<file path="config.mk">
export PLATFORM = sky130hd
export DESIGN_NAME = pce_front
export DESIGN_NICKNAME = d
export VERILOG_FILES = /design/src/rtl/core/pce_front.sv
export SDC_FILE = /design/constraint.sdc
export NUM_CORES = 2
export LEC_CHECK = 0
export BUFFER_PORTS_ARGS = -buffer_cell sky130_fd_sc_hd__buf_2
export CAP_MARGIN = 40
export CORE_MARGIN = 3
export CORE_UTILIZATION = 30
export CTS_CLUSTER_DIAMETER = 60
export DETAILED_ROUTE_END_ITERATION = 10
export PLACE_DENSITY = 0.56
export SYNTH_ARGS = -nofsm -noshare
export SYNTH_HDL_FRONTEND = slang
export SYNTH_SLANG_ARGS = --single-unit
export TNS_END_PERCENT = 30
</file>
<file path="constraint.sdc">
create_clock -name i_clk -period 10.6 [get_ports i_clk]
set_input_delay 1.06 -clock i_clk [delete_from_list [all_inputs] [get_ports i_clk]]
set_output_delay 1.06 -clock i_clk [all_outputs]
set_load 0.01 [all_outputs]
</file>
<file path="src/rtl/core/pce_front.sv">
// Front end: takes one sample pair per cycle unless stalled, squares and multiplies,
// accumulates. Pushes a snapshot of the sums into the queue on the last pair.
`default_nettype none

module pce_front #(
    parameter int SB   = 15,
    parameter int CW   = 11,
    parameter int MAXP = 1024,
    localparam int SW  = SB + CW,
    localparam int QW  = 2 * SB + CW,
    localparam int IW  = CW + 2 * SW + 3 * QW
) (
    input  wire logic          i_clk,
    input  wire logic          i_rst_n,
    input  wire logic          i_valid,
    output logic               o_ready,
    input  wire logic [SB-1:0] i_x,
    input  wire logic [SB-1:0] i_y,
    input  wire logic          i_last,
    output logic               o_push,
    input  wire logic          i_full,
    output logic [IW-1:0]      o_item
);

    logic          r_a_valid, r_a_ok, r_a_last;
    logic [SB-1:0]   r_a_x, r_a_y;
    logic [2*SB-1:0] r_a_xx, r_a_yy, r_a_xy;
    logic [CW-1:0] r_n, n_n;
    logic [SW-1:0] r_sx, r_sy, n_sx, n_sy;
    logic [QW-1:0] r_sxy, r_sxx, r_syy, n_sxy, n_sxx, n_syy;
    logic          adv, inc;

    // hold everything while a last pair waits for queue space
    assign adv     = !(r_a_valid && r_a_last && i_full);
    assign o_ready = adv;
    assign inc     = r_a_valid && r_a_ok && (r_n < CW'(MAXP));
    assign o_push  = r_a_valid && r_a_last && adv;

    always_comb begin
        n_n   = r_n;
        n_sx  = r_sx;
        n_sy  = r_sy;
        n_sxy = r_sxy;
        n_sxx = r_sxx;
        n_syy = r_syy;
        if (inc) begin
            n_n   = r_n + CW'(1);
            n_sx  = r_sx + SW'(r_a_x);
            n_sy  = r_sy + SW'(r_a_y);
            n_sxy = r_sxy + QW'(r_a_xy);
            n_sxx = r_sxx + QW'(r_a_xx);
            n_syy = r_syy + QW'(r_a_yy);
        end
        o_item = {n_n, n_sx, n_sy, n_sxy, n_sxx, n_syy};
    end

    always_ff @(posedge i_clk) begin
        if (!i_rst_n) begin
            r_a_valid <= 1'b0;
            r_n       <= '0;
            r_sx      <= '0;
            r_sy      <= '0;
            r_sxy     <= '0;
            r_sxx     <= '0;
            r_syy     <= '0;
        end else if (adv) begin
            r_a_valid <= i_valid;
            if (o_push) begin
                r_n   <= '0;
                r_sx  <= '0;
                r_sy  <= '0;
                r_sxy <= '0;
                r_sxx <= '0;
                r_syy <= '0;
            end else begin
                r_n   <= n_n;
                r_sx  <= n_sx;
                r_sy  <= n_sy;
                r_sxy <= n_sxy;
                r_sxx <= n_sxx;
                r_syy <= n_syy;
            end
        end
    end

    always_ff @(posedge i_clk) begin
        if (adv && i_valid) begin
            r_a_x    <= i_x;
            r_a_y    <= i_y;
            r_a_ok   <= (i_x != '0) && (i_y != '0);
            r_a_last <= i_last;
            r_a_xx   <= (2*SB)'(i_x) * (2*SB)'(i_x);
            r_a_yy   <= (2*SB)'(i_y) * (2*SB)'(i_y);
            r_a_xy   <= (2*SB)'(i_x) * (2*SB)'(i_y);
        end
    end

endmodule

`default_nettype wire

</file>
## After elaboration in Yosys (flattened, before gate mapping)

Index checks and enable logic that the tools add are counted.

| storage, ports and cells | value |
|---|---|
| output and inout bits | 188 |
| memories | 0 |
| RAM bits | 0 |
| bits in latches | 0 |
| bits in read-only memories | 0 |
| word-level logic and storage cells | 46 |
| input bits | 35 |
| flip-flop bits (word level) | 309 |

| operators by class | value |
|---|---|
| reductions and logical operators | 10 |
| $mul | 3 |
| equality and inequality tests | 0 |
| add/sub/neg operators | 6 |
| magnitude comparators | 1 |
| shifts and indexed selects | 0 |
| mux-type cells | 12 |
| bitwise logic cells | 0 |
| div/mod/pow operators | 0 |

Operators with widths:

| cell | number |
|---|---|
| $mux 41 | 6 |
| $add 41x30->41 | 3 |
| $mux 26 | 4 |
| $mul 15x15->30 | 3 |
| $add 26x15->26 | 2 |
| $reduce_bool 15->1 | 2 |
| $mux 11 | 2 |
| $add 11x1->11 const B | 1 |
| $lt 11x11->1 const B | 1 |
| $logic_and 1x1->1 | 7 |
| $logic_not 1->1 | 1 |

## Logic depth before layout (Yosys ltp)

| logic depth | value |
|---|---|
| depth after elaboration | 5 |
| depth in mapped cells | 27 |
| depth with buffers taken out | 25 |

## Least setup slack after synthesis

OpenSTA, ideal clock, no wires.

| timing path | value |
|---|---|
| path kind | input -> register |
| start | in i_full |
| end | reg r_a_last (enable) |
| setup slack | 3.235 ns |
| stages on the path | 4 |
| buffers on the path | 2 |
| library setup time | 0.608 ns |
| data arrival time | 6.757 ns |
| data required time | 9.992 ns |
| path through | and3_1 > clkbuf_1 > clkbuf_1 > nor2b_1 |

| on the way | value |
|---|---|
| cells in the longest elaborated chain, start to end | 3 |

Ends and longest elaborated chain:

| item | RTL line | text |
|---|---|---|
| from (decl) | 21 | `input wire logic i_full,` |
| $logic_and 1x1->1 | 34 | `assign adv = !(r_a_valid && r_a_last && i_full);` |
| $logic_not 1->1 | 34 |  |
| $logic_and 1x1->1 | 87 | `if (adv && i_valid) begin` |
| to (signal assigned) | 91 | `r_a_last <= i_last;` |
| to (decl) | 25 | `logic r_a_valid, r_a_ok, r_a_last;` |

Every way passes these cells.
A chain may end at the register's enable or synchronous reset.

## Worst setup path in the final report

| timing path | value |
|---|---|
| start | in i_x[3] |
| end | reg r_a_xx[29] (data pin) |

| on the way | value |
|---|---|
| cells in the longest elaborated chain, start to end | 1 |

Ends and longest elaborated chain:

| item | RTL line | text |
|---|---|---|
| from (decl) | 17 | `input wire logic [SB-1:0] i_x,` |
| $mul 15x15->30 | 92 | `r_a_xx <= (2*SB)'(i_x) * (2*SB)'(i_x);` |
| to (signal assigned) | 92 |  |
| to (decl) | 27 | `logic [2*SB-1:0] r_a_xx, r_a_yy, r_a_xy;` |

Every way passes these cells.

==> results.cfg <==
[placement]
place.detailed.instances = 6183
hpwlAfterDp_mm = 86.4
globalplace.congestion = 0.864
portBuffers = 222
placedInstanceArea_mm2 = 0.0413
placement.setup.worst_slack_ns = 2.36

[drt]
post-route-drc-count = 0
detail_route.iter0.violations = 2117
wl_per_cell_um = 18.0
overall_via_count_from_detail_route = 30900
routed_wirelength_mm = 113
ant_nets = 0
firstDrtPassIters = 5
route.detailed.vias_per_inst = 4.92

[die]
die_width_um = 364
boundaryPins = 223
die_area_mm2 = 0.133
initial_core_util_pct = 30.4
rows = 130
fp.coreArea_mm2 = 0.126
floorplan.die.height_um = 364

[synth]
yosys.cell_types.count = 91
synth.yosys.seq_area_share_pct = 18.9
flip_flop_and_latch_count_after_synthesis = 305
ys_dominant_reg_cell = sky130_fd_sc_hd__dfxtp_1
post_synth_main_area_contributors = sky130_fd_sc_hd__fa_1 (23%), sky130_fd_sc_hd__ha_1 (13%), sky130_fd_sc_hd__dfxtp_1 (9.7%)
synth_async_sr_flop_share_pct = 0
yosys.area.top_type_share_pct = 22.9
synth_area_per_cell_um2 = 8.63
number_of_synthesized_flops_with_an_enable_pin = 118
synth_net_count = 5335
synthesis.yosys.warnings = 0
post_synth_inst_count = 4459
post_synth_instance_area_mm2 = 0.0385
cell_accounting_for_the_most_synthesized_area = sky130_fd_sc_hd__fa_1

[timing]
unrepaired_setup_endpoints_after_global_routing = no
period_needed_ns = 7.71
worstMarginPinSlew_ns = 0.866
final_critical_path_setup_slack_ns = 2.89
relSlewSlack_pct = 41.7
final_min_period_over_clock_period_pct = 72.7
setup_viol_count_final = 0
setup_tns_ns = 0
fmaxAchievable_mhz = 130
fin_skew_ns = 0.0311
final_max_slew_violation_count = 0
finalHoldViolCount = 0

[final_layout]
design.final.nets = 5451
syn_to_final_growth_pct = 11.2
fillerInstances = 13000
postLayoutCellArea_mm2 = 0.0428
cell_count_final_fillers_out = 6272
post_route_cells_drive_above_1_share_pct = 8.53

[cts]
clockBufferDepth = 3
post_cts_hold_buffer_count = 0
ctsHtreeMaxLevel = 2
clk_root_buffer_cell = sky130_fd_sc_hd__clkbuf_16
cts_tree = built
post_cts_buffers = 0
insertion_delay_ns = 0.59
clock_sink_count = 305
tritoncts.num_buffers = 40
post_cts_resized = 0
cts.clk_slew.worst_paths_ns = 0.06

[outcome]
run_status = finished, final reports clean

[worst_hold_path]
worstHoldPathType = reg2reg
timing.hold.worst.start = r_sx[14]$_SDFFE_PN0N_
worst_hold_path.num_cells = 2
holdPathEnd = r_sx[14]$_SDFFE_PN0N_

[global_route]
globalRoute.totalOverflow = 0
antenna_found_initial = 19
wire_length_of_the_first_global_routing_pass_mm = 178
groute.usage.overall_pct = 17.1
pin_count_of_the_biggest_net_entering_global_routing = 86
first_global_vias = 31000

[pwr]
irDropWorstVdd_uv = 339
p_per_area_mw_per_mm2 = 293
power.leakage_nw = 21.0

[run]
timing.max_cap.violations = 0

[critical_path]
ff2ff_path_depth = 14
endpoint_kind = flop
r2r_start = r_sxy[0]$_SDFFE_PN0N_
worst_r2r_endpoint = r_sxy[30]$_SDFFE_PN0N_
crit_required_ns = 10.92
crit_path_max_fanout = 27
critical_path_start_end_classification = in2reg
startpoint_type = primary input
critical_path_arrival_ns = 8.03
ff2ff_setup_slack_ns = 6.56
[logic make-up (layout without fill, tap and decap cells)]
group,after synthesis,after routing,share of synthesized area (%)
and+or+nand+nor,1316,1316,16.1
buffers and inverters,867,1015,8.54
AOI/OAI and AO/OA,861,861,14.3
adders and majority gates,841,841,35.9
DFF,305,305,18.9
xor gates and xnor gates,261,261,5.94
muxes,8,8,0.221
other,0,15,0
[per-layer routing]
layer | global-route usage [%] | vias to the layer above | part of all wire, %
met5 | 0 | - | 0.049
met4 | 3.55 | 8 | 1.9
met3 | 2.93 | 121 | 6.2
met2 | 27.6 | 767 | 44
met1 | 24.0 | 15100 | 48
li1 | - | 14900 | -
[critical path: stages]
cell and delay, ns:
sky130_fd_sc_hd__buf_2 0.50, sky130_fd_sc_hd__clkinv_1 0.55, sky130_fd_sc_hd__nor2_1 0.36, sky130_fd_sc_hd__fa_1 0.46
sky130_fd_sc_hd__inv_1 0.08, sky130_fd_sc_hd__fa_1 0.40, sky130_fd_sc_hd__inv_1 0.08, sky130_fd_sc_hd__fa_1 0.44
sky130_fd_sc_hd__fa_1 0.45, sky130_fd_sc_hd__fa_1 0.51, sky130_fd_sc_hd__inv_1 0.05, sky130_fd_sc_hd__fa_1 0.47
sky130_fd_sc_hd__inv_1 0.04, sky130_fd_sc_hd__ha_1 0.33, sky130_fd_sc_hd__a21o_1 0.18, sky130_fd_sc_hd__a21o_1 0.17
sky130_fd_sc_hd__a21oi_1 0.18, sky130_fd_sc_hd__o21ai_0 0.14, sky130_fd_sc_hd__o41ai_1 0.59, sky130_fd_sc_hd__o21ai_0 0.33
sky130_fd_sc_hd__a221o_1 0.37, sky130_fd_sc_hd__a21oi_1 0.17, sky130_fd_sc_hd__xnor2_1 0.08
[sequential cells by signal, summed over array words and instances (netlist names)]
signal and cells:
r_sxx 41, r_sxy 41, r_syy 41, r_a_xy 30
r_a_xx 28, r_a_yy 28, r_sx 26, r_sy 26
r_a_x 15, r_a_y 15, r_n 11, r_a_last 1
r_a_ok 1, r_a_valid 1
[cell usage in the layout, fill, tap and decap left out, types with 16 or more instances in the layout]
cell type | Yosys | layout
sky130_fd_sc_hd__a21boi_0 | 39 | 39
sky130_fd_sc_hd__a21o_1 | 103 | 103
sky130_fd_sc_hd__a21oi_1 | 179 | 179
sky130_fd_sc_hd__a22oi_1 | 22 | 22
sky130_fd_sc_hd__a31oi_1 | 43 | 43
sky130_fd_sc_hd__and2_1 | 210 | 208
sky130_fd_sc_hd__and3_1 | 36 | 36
sky130_fd_sc_hd__buf_2 | 1 | 231
sky130_fd_sc_hd__buf_4 | 0 | 31
sky130_fd_sc_hd__clkbuf_16 | 0 | 40
sky130_fd_sc_hd__dfxtp_1 | 187 | 187
sky130_fd_sc_hd__edfxtp_1 | 118 | 118
sky130_fd_sc_hd__fa_1 | 440 | 440
sky130_fd_sc_hd__ha_1 | 401 | 401
sky130_fd_sc_hd__inv_1 | 669 | 669
sky130_fd_sc_hd__nand2_1 | 602 | 600
sky130_fd_sc_hd__nand2b_1 | 22 | 22
sky130_fd_sc_hd__nand3_1 | 111 | 111
sky130_fd_sc_hd__nand4_1 | 23 | 23
sky130_fd_sc_hd__nor2_1 | 160 | 159
sky130_fd_sc_hd__nor2b_1 | 50 | 49
sky130_fd_sc_hd__nor3_1 | 35 | 35
sky130_fd_sc_hd__o211ai_1 | 16 | 16
sky130_fd_sc_hd__o21a_1 | 27 | 27
sky130_fd_sc_hd__o21ai_0 | 270 | 270
sky130_fd_sc_hd__o21bai_1 | 31 | 31
sky130_fd_sc_hd__o31ai_1 | 20 | 20
sky130_fd_sc_hd__xnor2_1 | 167 | 167
sky130_fd_sc_hd__xor2_1 | 94 | 94
[metrics by stage]
step	power [mW]	util [%]	hold slack [ns]
5_1_grt	13.9	33.8	0.506
2_1_floorplan	8.70	-	0.451
4_1_cts	12.6	33.8	0.485
3_3_place_gp	10.9	32.5	0.463
6_report	12.5	33.8	0.482
3_5_place_dp	11.0	32.7	0.471
[where the power goes]
part	internal (mW)	total (mW)	switching (mW)
clock network	0.884	1.49	0.607
logic	3.74	9.02	5.28
registers	1.85	2.00	0.154
[synthesized netlist by cell type, drive strengths merged (13+ instances only)]
library cell and number:
a21o 106, o31ai 20, nand3 111, a211oi 13, a21boi 39, ha 401
o21ai 274, nand2 603, nand2b 22, nand4 23, nor2 160, dfxtp 187
a31oi 44, a22oi 22, clkbuf 175, nor3 35, edfxtp 118, o21bai 32
o21a 27, o211ai 16, a21oi 182, xnor2 167, xor2 94, nor2b 50
inv 671, and2 213, buf 17, nor4 13, and3 37, fa 440
or3 14
[cell type report]
| type | count | area (um2) | share of cell area, % |
|---|---|---|---|
| clock buffer | 45 | 1020 | 2.38 |
| multi-input combinational | 3287 | 27900 | 65.3 |
| sequential | 305 | 7290 | 17.0 |
| tap | 1650 | 2060 | 4.83 |
| antenna | 15 | 37.5 | 0.0878 |
| timing repair buffer | 267 | 1500 | 3.52 |
| inverter | 674 | 2530 | 5.91 |
| clock inverter | 29 | 407 | 0.951 |
[worst max-delay path by stage]
stage | to | start | cells past startpoint
after floorplan | r_a_last$_DFFE_PP_ | i_full | 4
after detailed placement | r_a_xx[29]$_DFFE_PP_ | i_x[3] | 23
final | r_a_xx[29]$_DFFE_PP_ | i_x[3] | 23
after global routing | r_a_xx[29]$_DFFE_PP_ | i_x[3] | 23
after CTS | r_a_xx[29]$_DFFE_PP_ | i_x[3] | 23
after global placement | r_a_xx[29]$_DFFE_PP_ | i_x[3] | 23
Note: power is estimated with default switching activity, not from simulation.
