--- src/rtl/core/pce_queue.sv ---
// Two-entry queue between front and back of the correlation engine.
// Generic width; no package dependency.
`default_nettype none

module pce_queue #(
    parameter int W = 8
) (
    input  wire logic         i_clk,
    input  wire logic         i_rst_n,
    input  wire logic         i_push,
    input  wire logic [W-1:0] i_data,
    input  wire logic         i_pop,
    output logic [W-1:0]      o_data,
    output logic              o_full,
    output logic              o_empty
);

    logic [W-1:0] r_mem [2];
    logic         r_wp, r_rp;
    logic [1:0]   r_cnt;

    assign o_full  = (r_cnt == 2'd2);
    assign o_empty = (r_cnt == 2'd0);
    assign o_data  = r_mem[r_rp];

    always_ff @(posedge i_clk) begin
        if (!i_rst_n) begin
            r_wp  <= 1'b0;
            r_rp  <= 1'b0;
            r_cnt <= 2'd0;
        end else begin
            if (i_push) r_wp <= !r_wp;
            if (i_pop)  r_rp <= !r_rp;
            r_cnt <= r_cnt + 2'(i_push) - 2'(i_pop);
        end
    end

    always_ff @(posedge i_clk) begin
        if (i_push) r_mem[r_wp] <= i_data;
    end

endmodule

`default_nettype wire

--- config.mk ---
export PLATFORM = sky130hd
export DESIGN_NAME = pce_queue
export DESIGN_NICKNAME = d
export VERILOG_FILES = /design/src/rtl/core/pce_queue.sv
export SDC_FILE = /design/constraint.sdc
export NUM_CORES = 1
export LEC_CHECK = 0
export ABC_CLOCK_PERIOD_IN_PS = 2300
export BUFFER_PORTS_ARGS = -buffer_cell sky130_fd_sc_hd__clkbuf_2
export CAP_MARGIN = 20
export CORE_ASPECT_RATIO = 1.25
export CORE_UTILIZATION = 40
export DETAILED_ROUTE_END_ITERATION = 12
export PLACE_DENSITY = 0.66
export SLEW_MARGIN = 10
export SYNTH_ARGS = -nofsm -noshare
export SYNTH_HDL_FRONTEND = slang
export SYNTH_SLANG_ARGS = --single-unit
--- constraint.sdc ---
create_clock -name i_clk -period 2.3 [get_ports i_clk]
set_input_delay 0.115 -clock i_clk [delete_from_list [all_inputs] [get_ports i_clk]]
set_output_delay 0.115 -clock i_clk [all_outputs]
set_load 0.005 [all_outputs]
* Yosys cells after proc, flatten, opt, wreduce, memory -nomap -nowiden *
Memories as Yosys holds them, arrays and structs flattened. A register that Yosys moved wholly into a read port is not among the register bits.
Index checks and enable logic that the tools add are counted.

storage, ports and cells
  bits in registers = 4
  latch bits = 0
  memory bits (writable) = 16
  ROM bits = 0
  output and inout bits = 10
  word-level logic and storage cells = 14
  memories = 1

cells by class
  $add $sub $neg = 2
  multipliers = 0
  div/mod/pow operators = 0
  magnitude comparators = 0
  eq/ne operators = 1
  shift-type cells = 0
  multiplexer cells = 4
  bitwise logic cells = 0
  reduce and logical (&&, ||, !) cells = 3

memory list
  memory  depth  width  rd ports  clocked after Yosys merged registers in  write ports  RTL line  RTL
  r_mem   2      8      1         1                                        1            18        logic [W-1:0] r_mem [2];

operators by type and width
  operator            number
  $mux 1              4
  $add 2x1->2         1
  $eq 2x2->1 const B  1
  $logic_not 1->1     2
  $logic_not 2->1     1
  $sub 2x1->2         1

* Logic depth before layout (Yosys ltp) *
Gate-level depths: netlist (run 1).

  depth after elaboration = 3
  depth in mapped cells = 6

* Worst setup path before layout (run 1) *
No wires, ideal clock.

  path type = flip-flop to flip-flop
  start point = register r_cnt[0]
  end point = register r_cnt[1]
  library setup time = 65 ps
  data arrival time = 1,245 ps
  required time = 2,235 ps
  slack = 990 ps
  stages on the path, launching flop included = 7
  period minus slack after synthesis = 1,310 ps
  path through = dfxtp_1 > inv_1 > ha_1 > inv_1 > ha_1 > xnor3_1 > nor2b_1

on the way
  cells in the longest elaborated chain, start to end = 2

ends and longest elaborated chain
  what                    RTL line  RTL
  from (decl)             20        logic [1:0] r_cnt;
  from (signal assigned)  34        r_cnt <= r_cnt + 2'(i_push) - 2'(i_pop);
  $add 2x1->2             34
  $sub 2x1->2             34

No other way between the ends.
A chain may end at the register's enable or synchronous reset.

==> implementation parameters, run 1 <==
Parameter                              Value

STA
  Layout Skew ... 0.002823 ns
  Share of the clock period used by the worst path after layout ... 0.6288
  Minimum clock period after layout ... 1.446 ns
  Max Freq ... roughly 690 MHz
  Setup repair after global routing missed its margin ... no
  Headroom to the max-slew limit ... 0.4905
  Number of hold violations in the final report ... 0
  Worst slew pin tran ... 0.7627 ns
  Setup-violating endpoint count in the final report ... 0
  Final total negative setup slack ... 0 ns
  Slew Limit Fails ... 0

Synthesis
  Number of distinct standard cells referenced by the synthesized netlist ... 12
  Number of nets produced by synthesis ... 60
  Synth Area per Inst ... 17.41 µm²
  Synthesis-stage register bit count ... 21
  Number of instances in the synthesized netlist ... 46
  Total number of yosys warnings ... 0
  Post-synth design cell area ... 800.8 µm²
  Share of synthesized area occupied by flip-flops and latches ... 0.7250

Min path
  Class of the tightest hold or removal check ... in2reg

Clock tree
  CTS tree ... done
  Clock tree root buffer cell ... sky130_fd_sc_hd__clkbuf_4
  TritonCTS buffer count ... 3
  Setup bufs post-CTS ... 0
  Number of buffers between clock root and the deepest sink ... 2
  CTS resizes ... 0
  Clock transition at the registers of the reported paths ... around 0.11 ns
  Skew-Pair Late Insertion Delay ... a little under 0.3 ns
  Clock sink total ... 21
  H-tree depth ... 1
  Cts hold-fix bufs ... 1

Power and ir drop
  PwrDens ... 714.8 nW/µm²
  Standby leakage power ... 0.4234 nW
  Tot Pwr ... between 0.7 and 0.8 mW
  Largest vdd supply drop ... 0.3798 mV

Global route
  Largest net degree at the start of global routing ... 12
  Global Route Usage Sum ... 0.1158
  Global-route wire length before repair ... 1835 µm
  GR Overflow Total ... 0
  Via count of the first global-routing pass ... 445
  Antenna violations before repair ... 0

Drt
  Remaining antenna violation count ... 0
  Wire per inst ... 12.06 µm
  Overall via count from detail_route ... 458
  Post-DR vias/cell ... 4.722
  Number of DRC violations after detailed routing ... 0
  First-pass iteration count of the detailed router ... 4
  Total length of routed wires ... roughly 1200 µm
  Count of routing violations after the opening detailed-route iteration ... 2

Worst setup path
  Crit path DAT ... 1.33 ns
  Maximum net fanout on the critical path ... 8
  Kind of critical path ... reg2out
  Worst-path cell with the longest stage delay ... sky130_fd_sc_hd__dfxtp_1
  Slowest stage delay, CP ... 0.55 ns
  WP buf/inv ... 1
  WP data required ... 2.18 ns
  Cell chain of the critical path ... mux2_2 > clkbuf_2
  Cell family contributing the most delay on the critical path ... flip-flops
  Critical path launch point type ... flop
  Kind of end point of the critical path ... output pin

Finish
  Filler Cell Count ... 154
  Fraction of final layout cells with drive strength greater than 1 ... 0.4103
  Relative area change from synthesis to final layout ... 28.75%
  Number of inserted diodes ... 0
  Final cell count without fillers ... 97
  Number of nets in the layout ... 93
  Area of the multi-input gates ... 207.7 µm²
  Register Area ... 580.6 µm²

Run status
  Status ... completed

Place
  Count of buffers from port buffering ... 21
  Weighted congestion at the end of routability-driven global placement ... roughly 0.6
  Dpl hpwl ... a little under 800 µm
  Number of instances in the placed design ... 85

Die
  Number of ports placed on the die boundary ... 22
  Die area ... 2186 µm²
  Standard-cell row count ... 17
  Starting density of the core ... 0.4378
  Height of the die ... 52.03 µm
  Core Region ... 1829 µm²
  Horizontal die dimension ... 42.02 µm

Run
  Max-cap violations ... 0
## sequential cells by signal, summed over array words and instances, names as in the netlist, named ones only
signal	flops
r_mem	16
r_rp	1
r_cnt	2
r_wp	1
## metal layers
metal	routed length (µm)	track usage	vias up
met5	0	0	-
met4	6	0.06250	0
met3	61	0.02778	2
met2	585	0.2057	16
met1	516	0.1273	211
li1	-	-	229
## final cells by class
cell class              count  area share
clock buffers               4     0.02549
inverters                   2    0.007282
multi-input cells          22      0.2015
flip-flops and latches     21      0.5631
well taps                  19     0.02306
repair buffers             29      0.1796
## placed cells by master (no fill, tap or decap)
cell / n
sky130_fd_sc_hd__edfxtp_1: 16
sky130_fd_sc_hd__clkbuf_1: 1
sky130_fd_sc_hd__o21a_1: 1
sky130_fd_sc_hd__and2_1: 4
sky130_fd_sc_hd__clkbuf_2: 21
sky130_fd_sc_hd__nor2_1: 1
sky130_fd_sc_hd__ha_1: 2
sky130_fd_sc_hd__xnor3_1: 1
sky130_fd_sc_hd__dlygate4sd3_1: 8
sky130_fd_sc_hd__mux2_2: 8
sky130_fd_sc_hd__dfxtp_1: 5
sky130_fd_sc_hd__inv_1: 2
sky130_fd_sc_hd__xor2_1: 1
sky130_fd_sc_hd__nor2b_1: 4
sky130_fd_sc_hd__clkbuf_4: 3
## cells by family (layout without fill, tap and decap cells)
kind of cell / after synthesis / after routing / synth area share
muxes: 8 / 8 / 0.1125
AOI/OAI and AO/OA: 1 / 1 / 0.009378
DFF: 21 / 21 / 0.7250
buffers and inverters: 3 / 35 / 0.01562
xor gates and xnor gates: 2 / 2 / 0.03906
and+or+nand+nor: 9 / 9 / 0.06717
adders and majority gates: 2 / 2 / 0.03125
## worst reg2reg max path: stages (launching register included)
cell and delay, ns:
sky130_fd_sc_hd__dfxtp_1 0.37, sky130_fd_sc_hd__inv_1 0.05, sky130_fd_sc_hd__ha_1 0.26, sky130_fd_sc_hd__inv_1 0.06, sky130_fd_sc_hd__ha_1 0.13, sky130_fd_sc_hd__xnor3_1 0.37
sky130_fd_sc_hd__nor2b_1 0.11
## stage by stage
stage          utilization  hold WS [ns]  worst slack, ns  area [µm²]
2_1_floorplan            -        0.2139           0.9897       800.8
3_3_place_gp        0.5055        0.3055           0.9736       924.6
3_5_place_dp        0.5055        0.3090           0.9152       924.6
4_1_cts             0.5253     0.0001062           0.8103       960.9
5_1_grt             0.5636       0.06398           0.7429        1031
6_report            0.5636       0.06127           0.8537        1031
## path summary, 6_finish.rpt
check / slack, ns / cells after the start / startpoint / end
worst min-delay path: 0.06 / 2 / i_rst_n / r_wp
worst max register to register: 0.90 / 6 / r_cnt[0] / r_cnt[1]
worst min register to register: 0.60 / 2 / r_rp / flop
worst max-delay path: 0.85 / 2 / flop / o_data[3]
## Yosys cell counts
master,count,area (µm²)
sky130_fd_sc_hd__xnor3_1,1,22.52
sky130_fd_sc_hd__ha_1,2,25.02
sky130_fd_sc_hd__inv_1,2,7.510
sky130_fd_sc_hd__o21a_1,1,7.510
sky130_fd_sc_hd__and2_1,4,25.02
sky130_fd_sc_hd__nor2b_1,4,25.02
sky130_fd_sc_hd__xor2_1,1,8.760
sky130_fd_sc_hd__mux2_2,8,90.09
sky130_fd_sc_hd__nor2_1,1,3.750
sky130_fd_sc_hd__edfxtp_1,16,480.5
sky130_fd_sc_hd__buf_2,1,5.000
sky130_fd_sc_hd__dfxtp_1,5,100.1
## where the power goes
part	switching [mW]	total (mW)	internal, mW
logic	0.0426	0.117	0.0743
registers	0.0162	0.453	0.437
clock network	0.0999	0.167	0.0674
total	0.159	0.737	0.578
Power figures use the tool's default switching activity.
==> run 2, diff against run 1 <==
--- a/config.mk
+++ b/config.mk
@@ -5,13 +5,14 @@
 export SDC_FILE = /design/constraint.sdc
 export NUM_CORES = 1
 export LEC_CHECK = 0
-export ABC_CLOCK_PERIOD_IN_PS = 2300
+export ABC_AREA = 1
+export ABC_CLOCK_PERIOD_IN_PS = 1300
 export BUFFER_PORTS_ARGS = -buffer_cell sky130_fd_sc_hd__clkbuf_2
 export CAP_MARGIN = 20
 export CORE_ASPECT_RATIO = 1.25
 export CORE_UTILIZATION = 40
 export DETAILED_ROUTE_END_ITERATION = 12
-export PLACE_DENSITY = 0.66
+export PLACE_DENSITY = 0.68
 export SLEW_MARGIN = 10
 export SYNTH_ARGS = -nofsm -noshare
 export SYNTH_HDL_FRONTEND = slang
==> constraint.sdc (replaced) <==
create_clock -name i_clk -period 1.3 [get_ports i_clk]
set_input_delay 0.065 -clock i_clk [delete_from_list [all_inputs] [get_ports i_clk]]
set_output_delay 0.065 -clock i_clk [all_outputs]
set_load 0.005 [all_outputs]
==> run 2 against run 1 <==
  * Final cell count is 16% higher
  * Clock skew up 0.0022 ns
  * Largest power group unchanged
  * Worst setup slack lost 0.80 ns
  * Hold slack got worse by 0.0093 ns
  * Sequential cell count unchanged
  * Final area up 6.6%
  * Synthesized area is 4.5% higher
  * Die area is 4.3% higher
  * Combinational power up 79%
  * Register-to-register slack lost 0.77 ns
  * Count of clock-buffer cells in the layout shrank 1
  * Sequential share of layout area is 3.2 points lower
  * The flow now finishes with violations (DRC)
==> implementation parameters, run 2 <==
Parameter                              Value

Run status
  Status ... finished with violations
  Violated checks ... DRC

Finish
  Relative area change from synthesis to final layout ... 31.24%
  Leading registers by flop count ... r_mem (16), r_cnt (2)
  Max FFs per register ... 16 (unchanged)
  Fraction of final layout cells with drive strength greater than 1 ... 0.3978 (-0.01241)
  Filler Cell Count ... 175 (+14%)
  Summed area of non-filler cells in the final layout ... 1099 µm² (+6.6%)
  Number of inserted diodes ... 0 (unchanged)
  Number of nets in the layout ... 108 (+16%)
  Most common library cell in the layout ignoring fill and taps ... sky130_fd_sc_hd__clkbuf_2
  Top library cells by usage in the layout, fill and taps aside ... 21 x sky130_fd_sc_hd__clkbuf_2, 16 x sky130_fd_sc_hd__edfxtp_1, 9 x sky130_fd_sc_hd__nor2_1, 9 x sky130_fd_sc_hd__dlygate4sd3_1
  Largest register by flop count ... r_mem

Die
  Number of ports placed on the die boundary ... 22 (unchanged)
  Horizontal die dimension ... 42.92 µm (+2.1%)
  Die area ... 2281 µm² (+4.3%)
  Height of the die ... 53.15 µm (+2.2%)
  Standard-cell row count ... 18 (+1)
  Core Region ... 1982 µm² (+8.3%)
  Starting density of the core ... 0.4223 (-0.01541)

Place
  Dpl hpwl ... 806.2 µm (+2.1%)
  Weighted congestion at the end of routability-driven global placement ... 0.5787 (-4.1%)
  Post-Place Setup Slack ... 0.1262 ns (-0.7890 ns)
  Post-place instance area ... 970.9 µm² (+5.0%)
  Count of buffers from port buffering ... 21 (unchanged)

STA
  Minimum clock period after layout ... 1.244 ns
  Slew Limit Fails ... 0 (unchanged)
  Max Freq ... 803.9 MHz
  Headroom to the max-slew limit ... 0.8022 (+0.3117)
  Setup-violating endpoint count in the final report ... 0 (unchanged)
  Fin Hold WS ... 0.05192 ns (-0.009349 ns)
  Setup repair after global routing missed its margin ... yes
  Final setup slack of the worst path ... 0.05614 ns (-0.7976 ns)
  Worst slew pin tran ... 0.2964 ns (-0.4663 ns)
  Layout Skew ... 0.005006 ns (+0.002183 ns)
  Number of hold violations in the final report ... 0 (unchanged)
  Share of the clock period used by the worst path after layout ... 0.9568

Drt
  DR WL met2 ... 572 µm (-2.2%)
  Count of routing violations after the opening detailed-route iteration ... 5 (+3)
  Top routing layer used ... met4
  Sum of routed wire segments on met1 ... 451 µm (-13%)
  First-pass iteration count of the detailed router ... 7 (+3)
  Number of DRC violations after detailed routing ... 1 (+1)
  Met3 WL ... 60 µm (-1.6%)
  Wire per inst ... 9.655 µm (-20%)
  Remaining antenna violation count ... 0 (unchanged)
  Overall via count from detail_route ... 516 (+13%)
  Total length of routed wires ... 1091 µm (-6.8%)
  Post-DR vias/cell ... 4.566 (-3.3%)

Synthesis
  Number of nets produced by synthesis ... 72 (+20%)
  Count of flip-flops with a built-in enable after synthesis ... 16 (unchanged)
  Share of synthesized area occupied by flip-flops and latches ... 0.6936 (-0.03143)
  Post-synth design cell area ... 837.1 µm² (+4.5%)
  Biggest area contributors in the synthesized netlist ... sky130_fd_sc_hd__edfxtp_1 57%, sky130_fd_sc_hd__mux2_4 14%, sky130_fd_sc_hd__dfxtp_1 12%
  Number of instances in the synthesized netlist ... 58 (+26%)
  Cell with the most instances after synthesis ... sky130_fd_sc_hd__edfxtp_1
  Synth Area per Inst ... 14.43 µm² (-17%)
  Ranking of synthesized cells by instance count ... 16 x sky130_fd_sc_hd__edfxtp_1, 9 x sky130_fd_sc_hd__nor2_1, 8 x sky130_fd_sc_hd__mux2_4, 8 x sky130_fd_sc_hd__nand2_1, 7 x sky130_fd_sc_hd__inv_1
  Number of distinct standard cells referenced by the synthesized netlist ... 10 (-2)
  Cell taking the most area after synthesis ... sky130_fd_sc_hd__edfxtp_1
  Share of the synthesized area in the top cell type ... 0.5740 (-0.02601)
  Total number of yosys warnings ... 0 (unchanged)
  Post-synthesis async set-or-reset flop share ... 0 (unchanged)
  Primary FF master, synth ... sky130_fd_sc_hd__edfxtp_1
  Synthesis-stage register bit count ... 21 (unchanged)

Clock tree
  Clock sink total ... 21 (unchanged)
  H-tree depth ... 1 (unchanged)
  Clock tree root buffer cell ... sky130_fd_sc_hd__clkbuf_4
  TritonCTS buffer count ... 3 (unchanged)
  Clock transition at the registers of the reported paths ... 0.11 ns (about the same)
  CTS tree ... done
  Skew-Pair Late Insertion Delay ... 0.29 ns (about the same)
  Number of buffers between clock root and the deepest sink ... 2 (unchanged)
  Setup bufs post-CTS ... 0 (unchanged)

Worst setup path
  Kind of critical path ... reg2out
  Maximum net fanout on the critical path ... 8 (unchanged)
  Slowest stage delay, CP ... 0.34 ns (-0.21 ns)
  Critical path launch point type ... flop
  Capture instance of the worst register-to-register path ... r_cnt[1]
  Crit path DAT ... 1.18 ns (-0.15 ns)
  Register-to-Register Setup Slack ... 0.13 ns (-0.77 ns)
  Startpoint of the most critical register-to-register path ... r_cnt[0]
  Cell chain of the critical path ... buf_8 > mux2_4 > clkbuf_2
  Worst-path cell with the longest stage delay ... sky130_fd_sc_hd__dfxtp_2
  WP data required ... 1.24 ns (-0.94 ns)
  Kind of end point of the critical path ... output pin
  Worst Reg2Reg Path Length in Cells ... 7 (+1)

Run
  Max-cap violations ... 0 (unchanged)

Global route
  Global Route Usage Sum ... 0.1097 (-0.006029)
  Antenna violations before repair ... 0 (unchanged)
  Largest net degree at the start of global routing ... 13 (+1)
  Via count of the first global-routing pass ... 438 (-1.6%)
  GR Overflow Total ... 0 (unchanged)
  Global-route wire length before repair ... 1766 µm (-3.8%)

Power and ir drop
  Largest vdd supply drop ... 0.7107 mV (+87%)
  PwrDens ... 1171 nW/µm² (+64%)
  Standby leakage power ... 0.5025 nW (+19%)
  Tot Pwr ... 1.287 mW (+75%)

Min path
  Hold Crit Depth ... 3 (+1)
  End point of the worst hold path ... r_wp
  Class of the tightest hold or removal check ... in2reg
  Hold Path Origin ... i_push
## run 2: cell types whose count changed in the layout (fill, tap and decap cells not counted), moves of 2 or more
| cell | before | now |
|---|---|---|
| sky130_fd_sc_hd__and2_1 | 4 | 0 |
| sky130_fd_sc_hd__nand2_1 | 0 | 8 |
| sky130_fd_sc_hd__dfxtp_2 | 0 | 2 |
| sky130_fd_sc_hd__nor2_1 | 1 | 9 |
| sky130_fd_sc_hd__mux2_2 | 8 | 0 |
| sky130_fd_sc_hd__dfxtp_1 | 5 | 3 |
| sky130_fd_sc_hd__nor2b_1 | 4 | 0 |
| sky130_fd_sc_hd__inv_1 | 2 | 7 |
| sky130_fd_sc_hd__mux2_4 | 0 | 8 |
## run 2: cell families after synthesis
group / Yosys count / synth area share
AO/OA/AOI/OAI: 1 / 0.005973
adder cells (fa/ha/maj): 2 / 0.02989
buffers and inverters: 8 / 0.04485
flip-flops: 21 / 0.6936
multiplexers: 8 / 0.1435
AND/OR/NAND/NOR: 18 / 0.08221
## run 2: how the worst max path moves through the flow
| stage | start | end | slack (ns) | cells past startpoint |
|---|---|---|---|---|
| after global placement | r_cnt[0] | r_cnt[0] | 0.20 | 6 |
| final | flop | o_data[7] | 0.06 | 3 |
| after detailed placement | r_cnt[0] | r_cnt[1] | 0.13 | 7 |
| after global routing | flop | o_data[6] | -0.02 | 3 |
| after CTS | flop | o_data[6] | 0.02 | 3 |
| after floorplan | r_cnt[0] | r_cnt[0] | 0.20 | 6 |
## run 2: stage by stage
| step | instances | utilization | TNS (ns) |
|---|---|---|---|
| 2_1_floorplan | 58 | - | 0 |
| 3_3_place_gp | 100 | 0.4899 | 0 |
| 3_5_place_dp | 100 | 0.4899 | 0 |
| 4_1_cts | 113 | 0.5511 | 0 |
| 5_1_grt | 113 | 0.5543 | -0.04866 |
| 6_report | 113 | 0.5543 | 0 |
## run 2: cell type report
cell class	instances	area (µm²)	share of cell area
tap	20	25.02	0.02278
clock buffer	3	22.52	0.02050
timing repair buffer	32	217.7	0.1982
multi-input combinational	29	219.0	0.1993
sequential	21	583.1	0.5308
clock inverter	1	5.005	0.004556
inverter	7	26.28	0.02392
## run 2: what timing repair did
| action | CTS | global route |
|---|---|---|
| hold buffers | 9 | 0 |
| endpoints found under the hold margin | 17 | 0 |
| setup endpoints to repair | 2 | 9 |
| cloned | 0 | 0 |
| resized for setup | 1 | 3 |
## run 2: layer usage
metal / vias to the layer above / track usage
li1: 267 / -
met1: 231 / 0.1064
met2: 16 / 0.2071
met3: 2 / 0.02730
met4: 0 / 0.06250
met5: - / 0
## run 2: worst max-delay path: cells and delay by family, from the launching register on
family   cells  cell delay (ns)
buf+inv      2             0.25
mux          1             0.30
flops        1             0.34
## run 2: power by group
part	total, mW	switching, mW	internal, mW	leakage, nW
combinational	0.209	0.0897	0.120	0.292
clock	0.291	0.176	0.114	0.0177
sequential	0.787	0.0173	0.770	0.192
total	1.29	0.283	1.00	0.503
==> run 3, diff against run 2 <==
--- a/config.mk
+++ b/config.mk
@@ -12,7 +12,7 @@
 export CORE_ASPECT_RATIO = 1.25
 export CORE_UTILIZATION = 40
 export DETAILED_ROUTE_END_ITERATION = 12
-export PLACE_DENSITY = 0.68
+export PLACE_DENSITY_LB_ADDON = 0.12
 export SLEW_MARGIN = 10
 export SYNTH_ARGS = -nofsm -noshare
 export SYNTH_HDL_FRONTEND = slang
==> run 3 against run 2 <==
  * The run now ends clean
  * Core utilization decreased by 0.63 points
  * Register-to-register slack about the same
  * Combinational power is essentially flat
  * First-iteration DRC count is 100% higher
  * Sequential share of layout area rose by 0.50 points
  * Global-route usage rose by 0.18 points
  * Critical path depth unchanged
  * Die area unchanged
==> implementation parameters, run 3 (synthesis results as in run 2) <==
Parameter                              Value

Run status
  Status ... completed

Worst setup path
  Crit path DAT ... 1.19 ns (about the same)
  WP data required ... 1.24 ns (about the same)
  Slowest stage delay, CP ... 0.35 ns (about the same)
  Kind of end point of the critical path ... output pin
  Maximum net fanout on the critical path ... 8 (unchanged)
  Kind of critical path ... reg2out
  Worst-path cell with the longest stage delay ... sky130_fd_sc_hd__dfxtp_2
  Cell family contributing the most delay on the critical path ... flip-flops
  WP buf/inv ... 2 (unchanged)
  Cell chain of the critical path ... buf_8 > mux2_4 > clkbuf_2
  Critical path launch point type ... flop

Finish
  Most common library cell in the layout ignoring fill and taps ... sky130_fd_sc_hd__clkbuf_2
  Largest register by flop count ... r_mem
  Number of inserted diodes ... 0 (unchanged)
  Fraction of final layout cells with drive strength greater than 1 ... 0.3804 (-0.01741)
  Leading registers by flop count ... r_mem (16), r_cnt (2)
  Post-Route Utilization ... 0.5480 (-0.006313)
  Top library cells by usage in the layout, fill and taps aside ... 21 x sky130_fd_sc_hd__clkbuf_2, 16 x sky130_fd_sc_hd__edfxtp_1, 9 x sky130_fd_sc_hd__nor2_1
  Relative area change from synthesis to final layout ... 29.75%
  Final cell count without fillers ... 112 (-0.88%)
  Number of nets in the layout ... 107 (-0.93%)
  Summed area of non-filler cells in the final layout ... 1086 µm² (-1.1%)
  Max FFs per register ... 16 (unchanged)

Power and ir drop
  PwrDens ... 1188 nW/µm² (+1.5%)
  Standby leakage power ... 0.4954 nW (-1.4%)
  Tot Pwr ... 1.291 mW (+0.30%)
  Power share of the clock group ... 0.231 (+0.005)
  Switching power total ... 0.2851 mW (+0.61%)
  Cell-internal power ... 1.006 mW (+0.21%)
  Largest vdd supply drop ... 0.5849 mV (-18%)
  Switching share of total power ... 0.2209 (+0.0006779)
  Sequential Power Share ... 0.609 (-0.003)
  Combinational fraction of design power ... 0.160 (-0.003)

Die
  Height of the die ... 53.15 µm (unchanged)
  Starting density of the core ... 0.4223 (unchanged)
  Number of ports placed on the die boundary ... 22 (unchanged)
  Horizontal die dimension ... 42.92 µm (unchanged)
  Die area ... 2281 µm² (unchanged)
  Standard-cell row count ... 18 (unchanged)
  Core Region ... 1982 µm² (unchanged)

Global route
  Global-route wire length before repair ... 1731 µm (-2.0%)
  GR Overflow Total ... 0 (unchanged)
  Via count of the first global-routing pass ... 432 (-1.4%)
  Global Route Usage Sum ... 0.1115 (+0.001787)
  Largest net degree at the start of global routing ... 12 (-1)
  Antenna violations before repair ... 0 (unchanged)

STA
  Slew Limit Fails ... 0 (unchanged)
  Layout Skew ... 0.001462 ns (-0.003544 ns)
  Worst slew pin tran ... 0.3356 ns (+0.03920 ns)
  Headroom to the max-slew limit ... 0.7760 (-0.02616)
  Share of the clock period used by the worst path after layout ... 0.9618 (+0.005023)
  Final total negative setup slack ... 0 ns (unchanged)
  Fin Hold WS ... 0.004224 ns (-0.04769 ns)
  Final setup slack of the worst path ... 0.04961 ns (-0.006530 ns)
  Minimum clock period after layout ... 1.250 ns (+0.006530 ns)
  Max Freq ... 799.8 MHz (-0.52%)
  Setup-violating endpoint count in the final report ... 0 (unchanged)
  Number of hold violations in the final report ... 0 (unchanged)
  Setup repair after global routing missed its margin ... yes

Clock tree
  Clock transition at the registers of the reported paths ... 0.11 ns (about the same)
  H-tree depth ... 1 (unchanged)
  Skew-Pair Late Insertion Delay ... 0.29 ns (about the same)
  CTS tree ... done
  TritonCTS buffer count ... 3 (unchanged)
  Clock tree root buffer cell ... sky130_fd_sc_hd__clkbuf_4
  Clock sink total ... 21 (unchanged)
  Number of buffers between clock root and the deepest sink ... 2 (unchanged)

Drt
  Post-DR vias/cell ... 4.598 (+0.70%)
  First-pass iteration count of the detailed router ... 2 (-5)
  Number of DRC violations after detailed routing ... 0 (-1)
  Overall via count from detail_route ... 515 (-0.19%)
  Count of routing violations after the opening detailed-route iteration ... 10 (+5)
  Wire per inst ... 10.59 µm (+9.7%)
  Total length of routed wires ... 1186 µm (+8.7%)
  Remaining antenna violation count ... 0 (unchanged)

Place
  Post-place instance area ... 970.9 µm² (unchanged)
  Number of instances in the placed design ... 100 (unchanged)
  Dpl hpwl ... 842.1 µm (+4.5%)
  Post-Place Setup Slack ... 0.1401 ns (+0.01383 ns)
  Count of buffers from port buffering ... 21 (unchanged)
  Weighted congestion at the end of routability-driven global placement ... 0.5576 (-3.6%)

Run
  Max-cap violations ... 0 (unchanged)

Min path
  Class of the tightest hold or removal check ... in2reg
## run 3: worst min-delay path: stages
cell                       delay [ns]
sky130_fd_sc_hd__clkbuf_2        0.12
sky130_fd_sc_hd__nand2_1         0.05
sky130_fd_sc_hd__inv_1           0.04
## run 3: final timing paths
check               to  cells after the start  slack (ns)     start
min           r_cnt[0]                      3       0.004   i_rst_n
max reg2reg   r_cnt[1]                      6        0.13  r_cnt[0]
min reg2reg       flop                      2        0.52      r_rp
max          o_data[0]                      3        0.05      flop
## run 3: layout make-up
cell class              count  area (µm²)
clock buffers               4       26.28
fillers                   187       895.9
inverters                   7       26.28
multi-input cells          29       219.0
flip-flops and latches     21       581.8
well taps                  20       25.02
repair buffers             31       207.7
## run 3: power by group through the flow
stage	Combinational [mW]	Clock (mW)	Sequential (mW)
after CTS	0.209	0.313	0.785
after floorplan	0.116	0	0.797
final	0.207	0.298	0.786
after global placement	0.183	0	0.798
after global routing	0.233	0.341	0.788
after detailed placement	0.189	0	0.800
## run 3: metal layers
layer	track usage	part of all wire
met2	0.1970	0.56
met3	0.02730	0.053
met5	0	0
met4	0.09375	0.010
met1	0.1075	0.38
## run 3: repair_timing
action	CTS	global route
endpoints found under the setup margin	8	8
resized for setup	1	2
hold endpoints to repair	16	0
setup buffers	0	0
hold buffers	8	0
